File: config.mk
export PLATFORM = sky130hd
export DESIGN_NAME = quoted_literal_unescaper_core
export DESIGN_NICKNAME = d
export VERILOG_FILES = /design/src/sv/qlu_pkg.sv /design/src/sv/qlu_parse.sv /design/src/sv/qlu_emit.sv /design/src/sv/quoted_literal_unescaper_core.sv
export SDC_FILE = /design/constraint.sdc
export NUM_CORES = 1
export LEC_CHECK = 0
export BUFFER_PORTS_ARGS = -buffer_cell sky130_fd_sc_hd__buf_2
export CAP_MARGIN = 25
export CORE_ASPECT_RATIO = 1.4
export CORE_MARGIN = 4
export CORE_UTILIZATION = 61
export DETAILED_ROUTE_END_ITERATION = 10
export HOLD_SLACK_MARGIN = 0.05
export PLACE_DENSITY = 0.89
export SLEW_MARGIN = 20
export SYNTH_ARGS = -nofsm -noshare
export SYNTH_HDL_FRONTEND = slang
export SYNTH_SLANG_ARGS = --single-unit
export TNS_END_PERCENT = 10
File: constraint.sdc
create_clock -name clk -period 5.2 [get_ports clk]
set_clock_uncertainty 0.2 [all_clocks]
set_input_delay 0.26 -clock clk [delete_from_list [all_inputs] [get_ports clk]]
set_output_delay 0.26 -clock clk [all_outputs]
set_load 0.01 [all_outputs]
File: src/sv/qlu_pkg.sv
// ----------------------------------------------------------------------------
// qlu_pkg
// Shared types, character codes, status codes and helper functions for the
// quoted literal unescaper.
// ----------------------------------------------------------------------------
package qlu_pkg;

  // parse phases, one-hot
  typedef enum logic [6:0] {
    PH_START  = 7'b000_0001,
    PH_AFTER_B = 7'b000_0010,
    PH_BODY   = 7'b000_0100,
    PH_ESC    = 7'b000_1000,
    PH_HEX    = 7'b001_0000,
    PH_UTF    = 7'b010_0000,
    PH_CLOSED = 7'b100_0000
  } phase_t;

  // status codes
  localparam logic [2:0] ST_OK       = 3'd0;
  localparam logic [2:0] ST_PREFIX   = 3'd1;
  localparam logic [2:0] ST_ESCAPE   = 3'd2;
  localparam logic [2:0] ST_HEX      = 3'd3;
  localparam logic [2:0] ST_OVERFLOW = 3'd4;
  localparam logic [2:0] ST_UTF8     = 3'd5;
  localparam logic [2:0] ST_EARLY    = 3'd6;
  localparam logic [2:0] ST_UNCLOSED = 3'd7;

  // characters
  localparam logic [7:0] CH_B   = 8'h62;
  localparam logic [7:0] CH_SQ  = 8'h27;
  localparam logic [7:0] CH_DQ  = 8'h22;
  localparam logic [7:0] CH_BSL = 8'h5C;
  localparam logic [7:0] CH_X   = 8'h78;
  localparam logic [7:0] CH_U   = 8'h75;
  localparam logic [7:0] CH_UU  = 8'h55;

  // UTF-8 range limits
  localparam logic [31:0] CP_MAX1 = 32'h0000_007F;
  localparam logic [31:0] CP_MAX2 = 32'h0000_07FF;
  localparam logic [31:0] CP_MAX3 = 32'h0000_FFFF;
  localparam logic [31:0] CP_MAX4 = 32'h0010_FFFF;

  localparam int MAX_BYTES = 4;

  typedef struct packed {
    logic [MAX_BYTES-1:0][7:0] bytes;
    logic [2:0]                nbytes;
  } enc_t;

  // results of one input transaction: data bytes, then optional status
  typedef struct packed {
    logic [MAX_BYTES-1:0][7:0] bytes;
    logic [2:0]                nbytes;
    logic                      has_stat;
    logic [2:0]                stat;
  } bundle_t;

  function automatic enc_t utf8_enc(input logic [31:0] v);
    enc_t e;
    e = '0;
    if (v <= CP_MAX1) begin
      e.bytes[0] = v[7:0];
      e.nbytes   = 3'd1;
    end else if (v <= CP_MAX2) begin
      e.bytes[0] = {3'b110, v[10:6]};
      e.bytes[1] = {2'b10, v[5:0]};
      e.nbytes   = 3'd2;
    end else if (v <= CP_MAX3) begin
      e.bytes[0] = {4'b1110, v[15:12]};
      e.bytes[1] = {2'b10, v[11:6]};
      e.bytes[2] = {2'b10, v[5:0]};
      e.nbytes   = 3'd3;
    end else if (v <= CP_MAX4) begin
      e.bytes[0] = {5'b11110, v[20:18]};
      e.bytes[1] = {2'b10, v[17:12]};
      e.bytes[2] = {2'b10, v[11:6]};
      e.bytes[3] = {2'b10, v[5:0]};
      e.nbytes   = 3'd4;
    end
    return e;
  endfunction

  // {ok, value}
  function automatic logic [4:0] hex_val(input logic [7:0] c);
    logic [4:0] r;
    r = '0;
    if (c >= 8'h30 && c <= 8'h39) begin
      r = {1'b1, 4'(c - 8'h30)};
    end else if (c >= 8'h61 && c <= 8'h66) begin
      r = {1'b1, 4'(c - 8'h57)};
    end else if (c >= 8'h41 && c <= 8'h46) begin
      r = {1'b1, 4'(c - 8'h37)};
    end
    return r;
  endfunction

  // {ok, value}
  function automatic logic [8:0] simple_esc(input logic [7:0] c);
    logic [8:0] r;
    case (c)
      CH_BSL:  r = {1'b1, 8'h5C};
      CH_SQ:   r = {1'b1, 8'h27};
      CH_DQ:   r = {1'b1, 8'h22};
      8'h61:   r = {1'b1, 8'h07};
      CH_B:    r = {1'b1, 8'h08};
      8'h66:   r = {1'b1, 8'h0C};
      8'h6E:   r = {1'b1, 8'h0A};
      8'h72:   r = {1'b1, 8'h0D};
      8'h74:   r = {1'b1, 8'h09};
      8'h76:   r = {1'b1, 8'h0B};
      default: r = '0;
    endcase
    return r;
  endfunction

endpackage

File: src/sv/qlu_parse.sv
// ----------------------------------------------------------------------------
// qlu_parse
// Parser state and single-pass decode of one literal byte into a result
// bundle (up to four data bytes and the final status).
// ----------------------------------------------------------------------------
module qlu_parse import qlu_pkg::*; (
  input  logic       clk,
  input  logic       rst,
  input  logic       accept,
  input  logic [7:0] byte_in,
  input  logic       last_in,
  output bundle_t    bnd
);

  phase_t      phase, phase_next, phase_a;
  logic        byte_mode, byte_mode_next, byte_mode_a;
  logic        quote_dbl, quote_dbl_next, quote_dbl_a;
  logic [31:0] hex_acc, hex_acc_next, hex_acc_a;
  logic [3:0]  digits_left, digits_left_next, digits_left_a;
  logic [20:0] cp_acc, cp_acc_next, cp_acc_a;
  logic [1:0]  cont_left, cont_left_next, cont_left_a;
  logic [2:0]  err, err_next, err_a;

  logic        raw_req, emit_req;
  logic [31:0] emit_v;
  logic [4:0]  hv;
  logic [8:0]  sv;
  logic [7:0]  qch;
  enc_t        enc;

  assign hv  = hex_val(byte_in);
  assign sv  = simple_esc(byte_in);
  assign qch = quote_dbl ? CH_DQ : CH_SQ;

  // decode
  always_comb begin
    phase_a       = phase;
    byte_mode_a   = byte_mode;
    quote_dbl_a   = quote_dbl;
    hex_acc_a     = hex_acc;
    digits_left_a = digits_left;
    cp_acc_a      = cp_acc;
    cont_left_a   = cont_left;
    err_a         = err;
    raw_req       = 1'b0;
    emit_req      = 1'b0;
    emit_v        = '0;
    if (err == ST_OK) begin
      case (phase)
        PH_START: begin
          if (byte_in == CH_B) begin
            phase_a = PH_AFTER_B;
          end else if (byte_in == CH_SQ || byte_in == CH_DQ) begin
            quote_dbl_a = (byte_in == CH_DQ);
            phase_a     = PH_BODY;
          end else begin
            err_a = ST_PREFIX;
          end
        end
        PH_AFTER_B: begin
          if (byte_in == CH_SQ || byte_in == CH_DQ) begin
            quote_dbl_a = (byte_in == CH_DQ);
            byte_mode_a = 1'b1;
            phase_a     = PH_BODY;
          end else begin
            err_a = ST_PREFIX;
          end
        end
        PH_BODY: begin
          if (byte_in == qch) begin
            if (last_in) phase_a = PH_CLOSED;
            else err_a = ST_EARLY;
          end else if (byte_in == CH_BSL) begin
            phase_a = PH_ESC;
          end else if (byte_mode || !byte_in[7]) begin
            raw_req = 1'b1;
          end else if (byte_in[7:5] == 3'b110) begin
            cp_acc_a    = {16'd0, byte_in[4:0]};
            cont_left_a = 2'd1;
            phase_a     = PH_UTF;
          end else if (byte_in[7:4] == 4'b1110) begin
            cp_acc_a    = {17'd0, byte_in[3:0]};
            cont_left_a = 2'd2;
            phase_a     = PH_UTF;
          end else if (byte_in[7:3] == 5'b11110) begin
            cp_acc_a    = {18'd0, byte_in[2:0]};
            cont_left_a = 2'd3;
            phase_a     = PH_UTF;
          end else begin
            err_a = ST_UTF8;
          end
        end
        PH_ESC: begin
          if (byte_in == CH_X || byte_in == CH_U || byte_in == CH_UU) begin
            digits_left_a = (byte_in == CH_X) ? 4'd2 : (byte_in == CH_U) ? 4'd4 : 4'd8;
            hex_acc_a     = '0;
            phase_a       = PH_HEX;
          end else if (!sv[8]) begin
            err_a = ST_ESCAPE;
          end else begin
            emit_req = 1'b1;
            emit_v   = {24'd0, sv[7:0]};
            phase_a  = PH_BODY;
          end
        end
        PH_HEX: begin
          if (!hv[4]) begin
            err_a = ST_HEX;
          end else begin
            hex_acc_a     = {hex_acc[27:0], hv[3:0]};
            digits_left_a = digits_left - 4'd1;
            if (digits_left_a == 4'd0) begin
              emit_req = 1'b1;
              emit_v   = hex_acc_a;
              phase_a  = PH_BODY;
            end
          end
        end
        PH_UTF: begin
          if (byte_in[7:6] != 2'b10) begin
            err_a = ST_UTF8;
          end else begin
            cp_acc_a    = {cp_acc[14:0], byte_in[5:0]};
            cont_left_a = cont_left - 2'd1;
            if (cont_left_a == 2'd0) begin
              emit_req = 1'b1;
              emit_v   = {11'd0, cp_acc_a};
              phase_a  = PH_BODY;
            end
          end
        end
        default: begin
          // closed quote followed by more bytes
          err_a = ST_EARLY;
        end
      endcase
    end
  end

  assign enc = utf8_enc(emit_v);

  // emission, final status and return to start on the last byte
  always_comb begin
    phase_next       = phase_a;
    byte_mode_next   = byte_mode_a;
    quote_dbl_next   = quote_dbl_a;
    hex_acc_next     = hex_acc_a;
    digits_left_next = digits_left_a;
    cp_acc_next      = cp_acc_a;
    cont_left_next   = cont_left_a;
    err_next         = err_a;
    bnd              = '0;
    if (raw_req) begin
      bnd.bytes[0] = byte_in;
      bnd.nbytes   = 3'd1;
    end else if (emit_req) begin
      if (byte_mode) begin
        if (|emit_v[31:8]) begin
          err_next = ST_OVERFLOW;
        end else begin
          bnd.bytes[0] = emit_v[7:0];
          bnd.nbytes   = 3'd1;
        end
      end else begin
        bnd.bytes  = enc.bytes;
        bnd.nbytes = enc.nbytes;
      end
    end
    if (last_in) begin
      bnd.has_stat = 1'b1;
      if (err_next != ST_OK) begin
        bnd.stat = err_next;
      end else begin
        case (phase_next)
          PH_CLOSED:  bnd.stat = ST_OK;
          PH_AFTER_B: bnd.stat = ST_PREFIX;
          PH_ESC:     bnd.stat = ST_ESCAPE;
          PH_HEX:     bnd.stat = ST_HEX;
          PH_UTF:     bnd.stat = ST_UTF8;
          default:    bnd.stat = ST_UNCLOSED;
        endcase
      end
      phase_next       = PH_START;
      byte_mode_next   = 1'b0;
      quote_dbl_next   = 1'b0;
      hex_acc_next     = '0;
      digits_left_next = '0;
      cp_acc_next      = '0;
      cont_left_next   = '0;
      err_next         = ST_OK;
    end
  end

  always_ff @(posedge clk) begin
    if (rst) begin
      phase       <= PH_START;
      byte_mode   <= 1'b0;
      quote_dbl   <= 1'b0;
      hex_acc     <= '0;
      digits_left <= '0;
      cp_acc      <= '0;
      cont_left   <= '0;
      err         <= ST_OK;
    end else if (accept) begin
      phase       <= phase_next;
      byte_mode   <= byte_mode_next;
      quote_dbl   <= quote_dbl_next;
      hex_acc     <= hex_acc_next;
      digits_left <= digits_left_next;
      cp_acc      <= cp_acc_next;
      cont_left   <= cont_left_next;
      err         <= err_next;
    end
  end

endmodule

File: src/sv/qlu_emit.sv
// ----------------------------------------------------------------------------
// qlu_emit
// Result register: holds one bundle and hands its items out one per cycle while out_ready is high.
// ----------------------------------------------------------------------------
module qlu_emit import qlu_pkg::*; (
  input  logic       clk,
  input  logic       rst,
  input  logic       load,
  input  bundle_t    bnd_in,
  output logic       can_load,
  output logic       out_valid,
  input  logic       out_ready,
  output logic [7:0] out_byte,
  output logic       byte_valid,
  output logic       done_res,
  output logic [2:0] status
);

  bundle_t    held;
  logic [2:0] total;
  logic [2:0] idx;
  logic       take;

  assign out_valid = (idx != total);
  assign take      = out_valid && out_ready;
  assign can_load  = !out_valid || (take && (idx + 3'd1 == total));

  always_comb begin
    if (idx < held.nbytes) begin
      out_byte   = held.bytes[idx[1:0]];
      byte_valid = 1'b1;
      done_res   = 1'b0;
      status     = ST_OK;
    end else begin
      out_byte   = 8'd0;
      byte_valid = 1'b0;
      done_res   = 1'b1;
      status     = held.stat;
    end
  end

  always_ff @(posedge clk) begin
    if (rst) begin
      total <= '0;
      idx   <= '0;
    end else if (load) begin
      total <= bnd_in.nbytes + {2'd0, bnd_in.has_stat};
      idx   <= '0;
    end else if (take) begin
      idx <= idx + 3'd1;
    end
  end

  always_ff @(posedge clk) begin
    if (load) held <= bnd_in;
  end

endmodule

File: src/sv/quoted_literal_unescaper_core.sv
// ----------------------------------------------------------------------------
// quoted_literal_unescaper_core
// Streaming unescaper for one quoted literal (text or byte mode), one raw
// byte per transaction in, decoded bytes and a final status out.
//
//   channel | signals                                      | direction
//   in      | in_valid in_ready byte_in last_in            | consumer
//   out     | out_valid out_ready out_byte byte_valid      | producer
//           | done_res status                              |
//
// An input byte is decoded in the cycle it is accepted and its results land
// in the result register; they leave one per cycle while out_ready is high.
// A byte has up to four data results, plus a status result on the last byte.
// A byte with no results, or one whose single result is taken at once,
// lets the next byte in on the following cycle.
// in_ready is low while the held byte has results pending, except in the
// cycle its last result is taken.
// Reset returns the parser to the start of a literal with no error.
// ----------------------------------------------------------------------------
module quoted_literal_unescaper_core import qlu_pkg::*; (
  input  logic       clk,
  input  logic       rst,
  input  logic       in_valid,
  output logic       in_ready,
  input  logic [7:0] byte_in,
  input  logic       last_in,
  output logic       out_valid,
  input  logic       out_ready,
  output logic [7:0] out_byte,
  output logic       byte_valid,
  output logic       done_res,
  output logic [2:0] status
);

  bundle_t bnd;
  logic    accept;

  assign accept = in_valid && in_ready;

  qlu_parse u_parse (
    .clk     (clk),
    .rst     (rst),
    .accept  (accept),
    .byte_in (byte_in),
    .last_in (last_in),
    .bnd     (bnd)
  );

  qlu_emit u_emit (
    .clk        (clk),
    .rst        (rst),
    .load       (accept),
    .bnd_in     (bnd),
    .can_load   (in_ready),
    .out_valid  (out_valid),
    .out_ready  (out_ready),
    .out_byte   (out_byte),
    .byte_valid (byte_valid),
    .done_res   (done_res),
    .status     (status)
  );

endmodule

==> flow_summary.yaml <==
outcome:
  outcome: "finished, final reports clean"
synthesis:
  synth_seq_area_share_pct: 36.8
  yosysMostFrequentCell: "nand2_1"
  syn_avg_cell_area_um2: 8.23
  syn_nets: 815
  synth_area_um2: 6500
  synth_common_cells: "92 x nand2_1, 84 x a21oi_1, 67 x dfxtp_1"
  yosysTopAreaCellShare_pct: 20.6
  synth_seq_cells: 102
  ys.warnings.count: 0
  synthFlopType: "dfxtp_1"
  yosys.area.top_type: "dfxtp_1"
  synth_edf_count: 35
  synth_cell_type_count: 81
  netlist_top_cells_area: "dfxtp_1 21%, edfxtp_1 16%, a21oi_1 6.5%, nand2_1 5.3%, nand3_1 4.5%"
  synthCells: 789
  synthArstFlopShare_pct: 0
routing:
  wl_per_cell_um: 20.6
  drt_iter0_drc: 684
  vias: 6381
  first_pass_iters: 8
  routed_wl_um: 19100
  avgViaCountPerCell: 6.88
  drcViolationCount: 0
  drtAntennaViolNets: 0
cts:
  clk_latency_ns: 0.36
  clockBufferDepth: 2
  cts_root_buf: "clkbuf_16"
  cts.sink_count: 102
  cts_made_buffers: 9
  cts_tree: "done"
  postCtsSetupBuffers: 0
  path_clk_slew_ns: 0.07
  htreeDepth: 3
  cts.hold.buffers_added: 0
  ctsResizeCount: 0
worst_hold_path:
  worstHoldStart: "byte_in[1]"
  hold_path_class: "primary input to flop"
  hold_depth: 3
  min_to: "u_parse.cp_acc[1]$_SDFFE_PP0P_"
worst_setup_path:
  critPathSlowestCell: "a2111oi_4"
  rr_worst_depth: 15
  reg2reg_to: "u_emit.total[2]$_SDFFE_PP0P_"
  critPathArrivalTime_ns: 4.44
  r2r_slack_ns: 0.83
  worstReg2RegStart: "u_parse.digits_left[0]$_SDFFE_PP0P_"
  cp.required_ns: 5.27
  worstSetupPathType: "flop to flop"
  cp-end-kind: "flop"
  crit_fanout: 9
  path_cells: "inv_1 > ha_1 > o41ai_1 > inv_1 > a2111oi_4 > a41oi_1 > nand2_1 > nor2_1 > a31oi_1 > nand2_1 > a21o_1 > ha_1 > ha_1 > xnor2_1 > a211oi_2"
  slowest_delay_ns: 0.55
  crit_path_frequent_cell: "ha_1"
  worst_setup_path_start_kind: "flop"
flow_run:
  maxCapViolations: 0
global_routing:
  grt.total_usage_pct: 31.6
  gr-total-overflow: 0
  grt_antenna_before_repair: 0
  grt_max_degree: 66
  grt_pass1_wl_um: 30200
  first_global_vias: 5823
sta:
  hold_viol: 0
  fin_hold_ws_ns: 0.102
  setup_viol: 0
  rsz0062_at_grt: "false"
  period_share_pct: 83.9
  worst_pin_slew_ns: 0.901
  maxSlewHeadroom_pct: 39.8
  timing.fmax_mhz: 229
  slew_viol_final: 0
  fin_setup_tns_ns: 0
  period_needed_ns: 4.37
finish:
  layout.area.seq_um2: 2390
  n_antenna_cell: 0
  area_delta_synth_final_pct: 7.32
  drive_above_1_share_pct: 10.5
  final.fill_count: 862
  final_util_pct: 67.0
  final_area_um2: 6970
  nNetsFinal: 810
  multi_input_area_um2: 3780
floorplan:
  initial_core_util_pct: 62.4
  die_w_um: 95.2
  fp.coreArea_um2: 10400
  fp-row-count: 44
  die_h_um: 130
  die_area_um2: 12400
  ios: 28
power:
  power.share.switching_pct: 29.1
  pwr-share-clk_pct: 36.3
  power.internal_mw: 1.31
  seqPwrFrac_pct: 48.7
  powerDensity_nw_per_um2: 265
  p_leak_nw: 2.50
  p_sw_uw: 537
  power_frac_comb_pct: 15.0
  total_power_mw: 1.85
  ir_worst_vdd_uv: 162
placed_design:
  postPlaceCellArea_um2: 6680
  globalplace.congestion: 1.00
  io_buffers: 27
  hpwl_um: 14000
==> logic make-up after synthesis <==
kind of cell,count (synthesis),synth area share [%]
XOR/XNOR,15,2.02
AND/OR/NAND/NOR,348,27.4
AO/OA/AOI/OAI,219,23.1
adder cells (fa/ha/maj),13,2.50
flip-flops,102,36.8
buffers and inverters,80,4.97
multiplexers,12,3.22
==> worst max-delay path, delay by kind of cell (launching register included) <==
kind | cells | cell delay [ns]
fa+ha+maj | 3 | 0.62
compound gates | 6 | 2.08
xor+xnor | 1 | 0.13
buf+inv | 2 | 0.27
simple gates | 3 | 0.58
flops | 1 | 0.41
==> cells in the final DEF (no fill, tap or decap), types with 9 or more instances in the layout <==
cell	count
nor2b_1	14
edfxtp_1	35
o21ai_0	21
nand2_1	92
inv_1	20
nand3_1	59
nor2_1	66
and3_1	11
a21oi_1	84
a22oi_1	13
ha_1	13
nor3_1	23
and2_1	15
buf_4	15
buf_2	27
xnor2_1	9
clkbuf_16	9
dfxtp_1	67
==> power groups by stage <==
stage | sequential [mW] | clock (mW) | combinational (mW)
6_report | 0.899 | 0.670 | 0.276
5_1_grt | 0.904 | 0.703 | 0.299
4_1_cts | 0.899 | 0.672 | 0.272
3_5_place_dp | 0.918 | 0 | 0.272
3_3_place_gp | 0.912 | 0 | 0.267
2_1_floorplan | 0.905 | 0 | 0.194
==> how the worst max path moves through the flow <==
stage                                             start                           end  slack, ns  cells past startpoint
floorplan                                    byte_in[0]  u_emit.total[2]$_SDFFE_PP0P_       1.47                     15
global placement                             byte_in[0]  u_emit.total[2]$_SDFFE_PP0P_       0.90                     16
detailed placement                           byte_in[1]  u_emit.total[2]$_SDFFE_PP0P_       0.74                     16
CTS                 u_parse.digits_left[0]$_SDFFE_PP0P_  u_emit.held[2]$_SDFFCE_PN0P_       0.91                     11
global route        u_parse.digits_left[0]$_SDFFE_PP0P_  u_emit.held[2]$_SDFFCE_PN0P_       0.47                     11
finish              u_parse.digits_left[0]$_SDFFE_PP0P_  u_emit.total[2]$_SDFFE_PP0P_       0.83                     15
==> layout make-up <==
class / instances / share of cell area, %
sequential: 102 / 34.3
tap: 138 / 2.48
multi-input combinational: 607 / 54.3
inverter: 22 / 1.18
clock buffer: 10 / 3.28
timing repair buffer: 42 / 3.55
clock inverter: 6 / 0.897
==> sequential cells by signal (all words and copies together), names as in the netlist <==
signal / cells
u_emit.held: 35
u_emit.idx: 3
u_emit.total: 3
u_parse.byte_mode: 1
u_parse.cont_left: 2
u_parse.cp_acc: 15
u_parse.digits_left: 4
u_parse.err: 3
u_parse.hex_acc: 28
u_parse.phase: 7
u_parse.quote_dbl: 1
==> per-stage QoR <==
stage,setup WS [ns],cells
finish,0.835,927
global route,0.472,927
CTS,0.913,927
detailed placement,0.740,911
global placement,0.895,911
floorplan,1.47,789
==> per-layer routing <==
metal | part of all wire [%] | vias up | GRT usage [%]
met4 | 4.6 | 0 | 14.5
li1 | - | 2923 | -
met2 | 48 | 404 | 52.9
met3 | 8.8 | 88 | 4.50
met1 | 39 | 2966 | 40.0
met5 | 0 | - | 0
No activity file was read; power rests on OpenSTA's default activity.
